==> config.mk <==
export PLATFORM = sky130hd
export DESIGN_NAME = qalu_mul
export DESIGN_NICKNAME = d
export VERILOG_FILES = /design/src/hdl/qalu_pkg.sv /design/src/hdl/qalu_mul.sv
export SDC_FILE = /design/constraint.sdc
export NUM_CORES = 2
export LEC_CHECK = 0
export BUFFER_PORTS_ARGS = -buffer_cell sky130_fd_sc_hd__buf_4
export CORE_MARGIN = 2
export CORE_UTILIZATION = 60
export DETAILED_ROUTE_END_ITERATION = 6
export HOLD_SLACK_MARGIN = 0.03
export PLACE_DENSITY = 0.77
export SYNTH_ARGS = -nofsm -noshare
export SYNTH_HDL_FRONTEND = slang
export SYNTH_SLANG_ARGS = --single-unit
==> constraint.sdc <==
create_clock -name aclk -period 30.6 [get_ports aclk]
set_clock_uncertainty 0.05 [all_clocks]
set_input_delay 0 -clock aclk [delete_from_list [all_inputs] [get_ports aclk]]
set_output_delay 0 -clock aclk [all_outputs]
set_load 0.05 [all_outputs]
==> src/hdl/qalu_pkg.sv <==
// Shared types and constants of the Q24.8 fixed-point ALU.
// Used by qalu_mul, qalu_div and fixed_point_q24_8_alu; depends on nothing.
`default_nettype none
package qalu_pkg;

    localparam int W          = 32;
    localparam int FRAC       = 8;
    localparam int DVD_W      = W + FRAC;
    localparam int DIV_STAGES = DVD_W;
    localparam int IN_W       = 72;
    localparam int OUT_W      = 40;

    typedef enum logic [3:0] {
        CMD_ADD, CMD_SUB, CMD_MUL, CMD_DIV, CMD_GT, CMD_LT, CMD_GE, CMD_LE,
        CMD_EQ, CMD_NE, CMD_MIN, CMD_MAX, CMD_INC, CMD_DEC, CMD_FROM_INT, CMD_TO_INT
    } cmd_t;

    typedef enum logic [1:0] {
        ST_OK       = 2'd0,
        ST_DIVZERO  = 2'd1,
        ST_OVERFLOW = 2'd2
    } status_t;

    typedef struct packed {
        logic             valid;
        cmd_t             cmd;
        logic [W-1:0]     value;
        logic             flag;
        status_t          status;
        logic             quot_neg;
        logic [DVD_W-1:0] dividend;
        logic [W-1:0]     divisor;
    } side_t;

endpackage
`default_nettype wire

==> src/hdl/qalu_mul.sv <==
// Three-stage signed multiplier with round-half-away-from-zero scaling.
// Depends on qalu_pkg; merges the product into the word's sideband.
`default_nettype none
module qalu_mul (
    input  wire logic                   aclk,
    input  wire logic                   aresetn,
    input  wire logic                   en,
    input  wire logic signed [qalu_pkg::W-1:0] a,
    input  wire logic signed [qalu_pkg::W-1:0] b,
    input  wire qalu_pkg::side_t        side_in,
    output qalu_pkg::side_t             side_out
);
    localparam int PW = 2 * qalu_pkg::W;

    qalu_pkg::side_t          s1_reg, s2_reg, s3_reg, s3_next;
    logic signed [PW-1:0]     prod_reg, prod_next;
    logic        [PW-1:0]     mag_reg, mag_next;
    logic                     neg_reg, neg_next;
    logic        [PW-1:0]     rnd;
    logic        [PW-1:0]     lim;

    always_comb begin
        prod_next = a * b;
        neg_next  = prod_reg[PW-1];
        mag_next  = neg_next ? (~prod_reg + PW'(1)) : prod_reg;
    end

    always_comb begin
        rnd     = (mag_reg + (PW'(1) << (qalu_pkg::FRAC - 1))) >> qalu_pkg::FRAC;
        lim     = PW'(1) << (qalu_pkg::W - 1);
        s3_next = s2_reg;
        if (s2_reg.cmd == qalu_pkg::CMD_MUL) begin
            s3_next.value  = neg_reg ? qalu_pkg::W'(~rnd + PW'(1)) : rnd[qalu_pkg::W-1:0];
            s3_next.status = (neg_reg ? (rnd > lim) : (rnd >= lim))
                             ? qalu_pkg::ST_OVERFLOW : qalu_pkg::ST_OK;
        end
    end

    always_ff @(posedge aclk) begin
        if (!aresetn) begin
            s1_reg.valid <= 1'b0;
            s2_reg.valid <= 1'b0;
            s3_reg.valid <= 1'b0;
        end else if (en) begin
            s1_reg   <= side_in;
            prod_reg <= prod_next;
            s2_reg   <= s1_reg;
            mag_reg  <= mag_next;
            neg_reg  <= neg_next;
            s3_reg   <= s3_next;
        end
    end

    assign side_out = s3_reg;

endmodule
`default_nettype wire

==> reports/results.tsv <==
metric	value	unit
status	complete, no violations	
CP arrival	8.50	ns
final hold viol count	0	
area of the mapped netlist	53400	um2
Most common cell on crit path	fa_1	
Setup violations, final	0	
gp weighted congestion	0.913	
HP Class	input port to register	
DRT antenna net count	0	
Synth Register Bits	461	
min Tclk post-route	8.29	ns
num rows	109	
largest net degree at the start of global routing	86	
Top-Level Pins	293	
first-pass GRT wire length	203000	um
highest-delay cell along the critical path	fa_1	
most frequent cells in the layout	1082 x fa_1, 998 x inv_1, 606 x nand2_1	
most common cell after layout, fill and taps aside	fa_1	
hold-fix buffers at CTS	116	
hpwl dp	94600	um
period utilisation layout	27.1	%
initial antenna violation count	4	
CP Buf/Inv Count	6	
syn avg cell area	10.9	um2
crit start category	input port	
delay-heaviest family, CP	adder cells	
Post-synth EDFFs	458	
Die Y	302	um
cell type with the largest total area after synthesis	fa_1	
CTS resizes	0	
Crit path required time	30.81	ns
CTS sink count	461	
DRC viols	0	
DR vias/cell	5.55	
Clk Tree Root Cell	clkbuf_16	
die width	302	um
Fmax	121	MHz
maximum clock path buffer count	3	
final net count	6575	
relative slew slack	29.1	%
maximum level of the CTS H-tree	2	
setup slack, reg-to-reg	26.35	ns
Setup TNS	0	ns
total setup buffers inserted after CTS	0	
GRT Util Overall	28.5	%
post-synth cell types	71	
# port buffers	292	
core footprint	88200	um2
Syn Inst Count	4903	
die area	91400	um2
area delta synth->final	9.76	%
CTS tree	yes	
Worst-path clk slew	0.06	ns
Detailed Route WL	125000	um
via count	35108	
Worst-Margin Slew	1.06	ns
ys flop type	edfxtp_1	
maxcap violations	0	
TritonCTS Buffers	40	
vias in the first global route	37671	
Synth Warn #	0	
Max stage delay on crit path	0.90	ns
DRT iter0 DRCs	2507	
Max Fanout on Critical Path	32	
Skew-Pair Late Insertion Delay	0.55	ns
net count after synthesis	6351	
DRT Pass-1 Iters	6	
share of the synthesized area in the top cell type	40.6	%
GR Overflow Total	0	
share of layout cells above drive strength 1	7.35	%
Async SR Flop Fraction	0	%
synth top area cells	fa_1 41%, edfxtp_1 26%, inv_1 7.0%	
Worst setup EP type	register	
Initial Utilization	60.5	%
RSZ-0062 raised after global routing	false	
critical setup path kind	input port to register	
sequential element share of the synthesized area	25.9	%
Avg WL per Cell	19.8	um
Final Max Slew Viols	0	
==> path summary, 6_finish.rpt <==
kind / startpoint / to / cells after the start
worst max-delay path: b[0] / prod_reg[61]$_DFFE_PP_ / 25
worst min register to register: s1_reg[83]$_DFFE_PP_ / s2_reg[83]$_DFFE_PP_ / 0
worst min-delay path: a[0] / prod_reg[0]$_DFFE_PP_ / 2
worst max register to register: prod_reg[29]$_DFFE_PP_ / mag_reg[62]$_DFFE_PP_ / 10
==> per-stage QoR <==
step	setup WS [ns]	hold WS [ns]	area [um2]	util, %	cells
floorplan	19.38	0.0489	53400	-	4903
global placement	22.29	0.128	56200	63.7	6134
detailed placement	22.23	0.129	56200	63.7	6134
CTS	22.29	0.0580	58600	66.4	6322
global route	21.87	0.0768	58600	66.4	6323
finish	22.31	0.0838	58600	66.4	6324
==> cell families (layout without fill, tap and decap cells) <==
family                     count (synthesis)  count (layout)  share of synthesized area, %
AOI/OAI and AO/OA                        328             328                          3.92
adders and majority gates               1268            1268                          44.9
other                                      0               2                             0
xor gates and xnor gates                 191             191                          3.13
DFF                                      461             461                          25.9
buffers and inverters                   1234            1488                          8.69
muxes                                      7               7                         0.136
and+or+nand+nor                         1414            1414                          13.3
==> cell type report <==
class                   instances  area (um2)
diodes                          2        5.00
fillers                      6673       29600
repair buffers                417        3420
inverters                     999        3750
well taps                    1165        1460
multi-input cells            3208       34900
flip-flops and latches        461       13800
clock inverters                18         139
clock buffers                  54        1070
==> layer usage <==
metal,part of all wire [%],track usage [%],vias up
li1,-,-,15363
met1,40,39.2,17975
met2,48,47.0,1571
met3,10,6.69,195
met4,1.9,5.73,4
met5,0.013,0,-
==> synth_stat cells, types with 9 or more instances <==
master,instances
a21o_1,33
or3_1,9
ha_1,186
nor3_1,20
o21ai_0,99
o21a_1,9
clkbuf_1,227
nand3_1,43
o31ai_1,23
nor2b_1,10
a31oi_1,16
edfxtp_1,458
nand2b_1,24
and2_1,516
and3_1,17
a211oi_1,11
xor2_1,41
fa_1,1082
nand4_1,31
o21bai_1,11
nand2_1,606
xnor2_1,150
inv_1,998
a21oi_1,65
nor4_1,12
nor2_1,89
Power is left out: the tool's default activity adds up to more than one toggle a clock period on the data nets, which glitch-free logic cannot reach.
